$ cat src/design/ibtm_pkg.sv
// ----------------------------------------------------------------------------
// ibtm_pkg
// Shared constants, controller states and the command and status words that
// pass between the trie controller and the trie datapath.
// ----------------------------------------------------------------------------
`timescale 1ns / 1ps
`default_nettype none

package ibtm_pkg;

   localparam int NODE_COUNT = 256;
   localparam int NODE_W     = $clog2(NODE_COUNT);
   localparam int FREE_W     = NODE_W + 1;
   localparam int SLOT_W     = 8;
   localparam int MEM_AW     = NODE_W + SLOT_W;
   localparam int ADDR_W     = 32;
   localparam int LEVEL_W    = 2;

   localparam logic [LEVEL_W-1:0] LAST_LEVEL = 2'd3;
   localparam logic [NODE_W-1:0]  LEAF_MARK  = NODE_W'(1);

   typedef enum logic [5:0] {
      ST_CLEAR = 6'b000001,
      ST_IDLE  = 6'b000010,
      ST_READ  = 6'b000100,
      ST_CHECK = 6'b001000,
      ST_ALLOC = 6'b010000,
      ST_MARK  = 6'b100000
   } state_type;

   typedef struct packed {
      logic clear;
      logic load;
      logic descend;
      logic alloc;
      logic mark_leaf;
      logic respond;
      logic found;
      logic full;
   } cmd_type;

   typedef struct packed {
      logic clear_last;
      logic link_zero;
      logic last_level;
      logic next_is_last;
      logic op_insert;
      logic fits;
   } status_type;

endpackage

`default_nettype wire

$ cat src/design/ibtm_ctrl.sv
// ----------------------------------------------------------------------------
// ibtm_ctrl
// Sequencer for the trie: clearing pass, level-by-level walk, node
// allocation and the result strobe command.
// ----------------------------------------------------------------------------
`timescale 1ns / 1ps
`default_nettype none

module ibtm_ctrl (
   input  wire logic                 clock,
   input  wire logic                 reset,
   input  wire logic                 start,
   output logic                      busy,
   input  wire ibtm_pkg::status_type status,
   output ibtm_pkg::cmd_type         cmd
);

   ibtm_pkg::state_type state_ff, state_in;

   always_ff @(posedge clock) begin
      if (reset) begin
         state_ff <= ibtm_pkg::ST_CLEAR;
      end else begin
         state_ff <= state_in;
      end
   end

   assign busy = (state_ff != ibtm_pkg::ST_IDLE);

   always_comb begin
      state_in = state_ff;
      cmd      = '0;
      unique case (state_ff)
         ibtm_pkg::ST_CLEAR: begin
            cmd.clear = 1'b1;
            if (status.clear_last) begin
               state_in = ibtm_pkg::ST_IDLE;
            end
         end
         ibtm_pkg::ST_IDLE: begin
            if (start) begin
               cmd.load = 1'b1;
               state_in = ibtm_pkg::ST_READ;
            end
         end
         ibtm_pkg::ST_READ: begin
            state_in = ibtm_pkg::ST_CHECK;
         end
         ibtm_pkg::ST_CHECK: begin
            if (status.last_level) begin
               if (!status.link_zero) begin
                  cmd.respond = 1'b1;
                  cmd.found   = 1'b1;
                  state_in    = ibtm_pkg::ST_IDLE;
               end else if (status.op_insert) begin
                  state_in = ibtm_pkg::ST_MARK;
               end else begin
                  cmd.respond = 1'b1;
                  state_in    = ibtm_pkg::ST_IDLE;
               end
            end else if (!status.link_zero) begin
               cmd.descend = 1'b1;
               state_in    = ibtm_pkg::ST_READ;
            end else if (!status.op_insert) begin
               cmd.respond = 1'b1;
               state_in    = ibtm_pkg::ST_IDLE;
            end else if (!status.fits) begin
               cmd.respond = 1'b1;
               cmd.full    = 1'b1;
               state_in    = ibtm_pkg::ST_IDLE;
            end else begin
               state_in = ibtm_pkg::ST_ALLOC;
            end
         end
         ibtm_pkg::ST_ALLOC: begin
            cmd.alloc = 1'b1;
            if (status.next_is_last) begin
               state_in = ibtm_pkg::ST_MARK;
            end
         end
         ibtm_pkg::ST_MARK: begin
            cmd.mark_leaf = 1'b1;
            cmd.respond   = 1'b1;
            state_in      = ibtm_pkg::ST_IDLE;
         end
         default: begin
            state_in = ibtm_pkg::ST_CLEAR;
         end
      endcase
   end

endmodule

`default_nettype wire

$ cat config.mk
export PLATFORM = sky130hd
export DESIGN_NAME = ibtm_ctrl
export DESIGN_NICKNAME = d
export VERILOG_FILES = /design/src/design/ibtm_pkg.sv /design/src/design/ibtm_ctrl.sv
export SDC_FILE = /design/constraint.sdc
export NUM_CORES = 1
export LEC_CHECK = 0
export ABC_CLOCK_PERIOD_IN_PS = 2450
export BUFFER_PORTS_ARGS = -buffer_cell sky130_fd_sc_hd__buf_4
export CORE_MARGIN = 2
export CORE_UTILIZATION = 29
export DETAILED_ROUTE_END_ITERATION = 12
export RECOVER_POWER = 100
export SYNTH_ARGS = -nofsm -noshare
export SYNTH_HDL_FRONTEND = slang
export SYNTH_SLANG_ARGS = --single-unit
$ cat constraint.sdc
create_clock -name clock -period 2.45 [get_ports clock]
set_clock_uncertainty 0.1 [all_clocks]
set_input_delay 0.49 -clock clock [delete_from_list [all_inputs] [get_ports clock]]
set_output_delay 0.49 -clock clock [all_outputs]
set_load 0.01 [all_outputs]
==> results_dict.tcl <==
set metrics [dict create \
    final-seq-area_um2 120 \
    max_clock_freq_ghz 0.444 \
    status "finished, final reports clean" \
    drive_gt1_share_pct 24.3 \
    num_vias 473 \
    crit_buf_inv 1 \
    drtIter0Drc 5 \
    syn_to_final_growth_pct 30.6 \
    syn-instance-count 55 \
    p_leak_uw 0.000247 \
    rsz0062_at_grt "false" \
    layout_common_cells "buf_4 (12), nor2_1 (8), dfxtp_1 (6)" \
    core_um2 1350 \
    ys_async_sr_fraction_pct 0 \
    grt_max_degree 9 \
    die-height_um 42.6 \
    start_util_pct 32.1 \
    clkLatencyLatePin_ns 0.24 \
    slowest_delay_ns 0.36 \
    yosysTopAreaCell "dfxtp_1" \
    cp_data_required_time_ns 1.86 \
    hp-start "reset" \
    wire_per_inst_um 11.0 \
    synth.area.top_cells "dfxtp_1 (28%), nor2_1 (6.9%), or4b_4 (6.4%)" \
    drc 0 \
    boundaryPins 18 \
    cp_cell_sequence "nor4_4 -> and3b_1 -> o221ai_1 -> nand2b_1 -> clkbuf_1" \
    r2r_cells 4 \
    port_buffers 17 \
    syn_avg_cell_area_um2 7.87 \
    timing.rr.start "state_ff[5]" \
    reg.largest.list "state_ff (6)" \
    regMostFlops "state_ff" \
    gr-total-overflow 0 \
    tns_ns 0 \
    grt_pass1_wl_mm 1.61 \
    synth_ff_type "dfxtp_1" \
    peakVddDrop_mv 0.232 \
    drt-total-wl_um 983 \
    synth_edf_count 0 \
    nets 85 \
    hold_depth 2 \
    endpoint_kind "output port" \
    cts-resized-gates 0 \
    cpMaxStageDelayCell "dfxtp_1" \
    cts_max_path_buffers 2 \
    stdcell_area_um2 566 \
    ctsHoldBuffers 0 \
    die_area_um2 1820 \
    ant_nets 0 \
    largest_reg_flops 6 \
    cts_made_buffers 3 \
    hold_class "input pin to flip-flop" \
    r2r-end "state_ff[2]" \
    worstPathArrival_ns 1.66 \
    cp_top_family "simple AND/OR/NAND/NOR gates" \
    die_w_um 42.6 \
    rows 13 \
    synth.distinct_cells 28 \
    cts_root_buf "clkbuf_4" \
    crit_path_start_kind "flip-flop" \
    antenna_found_initial 0 \
    hold_violations 0 \
    worst_pin_slew_ns 0.354 \
    power_density_nw_per_um2 535 \
    drv_cap 0 \
    yosys_warnings 0 \
    post-route-period-util_pct 92.0 \
    syn_nets 64 \
    clkTransAtPathRegs_ns 0.04 \
    clock-sinks 6 \
    detail_route.first_pass.iterations 4 \
    first_global_vias 393 \
    vias_per_cell 5.31 \
    slew_headroom_pct 76.4 \
    globalplace.congestion 0.771 \
    diodes 0 \
    finalMaxSlewViolations 0 \
    htree_levels 1 \
    min_to "state_ff[4]" \
    final_common_cell "buf_4" \
    grt_use_total_pct 11.7 \
    synth_seq_cells 6 \
    cts_tree "yes" \
    place_area_um2 572 \
    fin_ws_ns 0.196 \
    post_cts_buffers 0 \
    ff2ff_setup_slack_ns 0.60 \
    netlist_area_um2 433 \
    crit_type "flip-flop to output port" \
    critical_path.max_fanout 5 \
    min_period_ns 2.25 \
    multi_input_area_um2 284 \
    dp_slack_ns 0.389 \
    yosysSeqAreaShare_pct 27.7 \
    dp_hpwl_um 825 \
    synth_top_area_share_pct 27.7 \
    setup_violations 0 \
    fillers 147 \
]
synthesized netlist by cell type, types with 2 or more instances:
cell and instances:
a21oi_1 4, dfxtp_1 6, inv_1 3, nand2_1 4, nand3_1 2, nand3b_1 2
nor2_1 8, nor3_1 3, or2_2 2, or3_1 2, or4b_4 2
per-layer routing:
metal	track usage, %	up-vias	part of all wire, %
li1	-	245	-
met1	16.2	217	46
met2	16.7	11	48
met3	2.59	0	5.6
met4	5.63	0	0
met5	0	-	0
power breakdown:
group          leakage, µW  internal [µW]  total, µW  switching, µW
Sequential       0.0000489            107        122           14.9
Clock            0.0000138           55.1       85.9           30.8
Combinational     0.000184           48.8       94.7           45.8
kinds of logic (layout without fill, tap and decap cells):
group | count (synthesis) | after routing | synth area share [%]
flip-flops | 6 | 6 | 27.7
AO/OA/AOI/OAI | 9 | 9 | 14.2
AND/OR/NAND/NOR | 34 | 34 | 49.7
XOR/XNOR | 2 | 2 | 4.05
buffers and inverters | 4 | 23 | 4.34
worst max path at each step:
stage / startpoint / endpoint / slack (ns) / cells after the start
final: state_ff[0] / cmd[2] / 0.20 / 5
after global routing: state_ff[0] / cmd[2] / 0.05 / 5
after CTS: state_ff[0] / cmd[2] / 0.13 / 5
after detailed placement: state_ff[0] / cmd[2] / 0.39 / 5
after global placement: state_ff[0] / cmd[2] / 0.38 / 5
after floorplan: state_ff[0] / cmd[0] / 0.59 / 3
worst reg2reg max path, cell delays in order, from the launching register on:
cell and delay, ns:
dfxtp_1 0.38, or4b_1 0.58, or3_1 0.37, nand4_1 0.15
o21ba_1 0.17
metrics by stage:
step	instances	power [µW]	hold WS, ns	util (%)
after floorplan	55	192	0.410	-
after global placement	86	231	0.437	42.4
after detailed placement	86	230	0.448	42.4
after CTS	89	320	0.323	44.0
after global routing	89	330	0.325	41.9
final	89	303	0.329	41.9
final cells by class:
cell class	instances	share of cell area [%]
Sequential cell	6	21.2
Tap cell	15	3.32
Timing Repair Buffer	17	19.2
Multi-Input combinational cell	45	50.2
Inverter	3	1.99
Clock buffer	3	3.98
No activity file was read; power rests on OpenSTA's default activity.
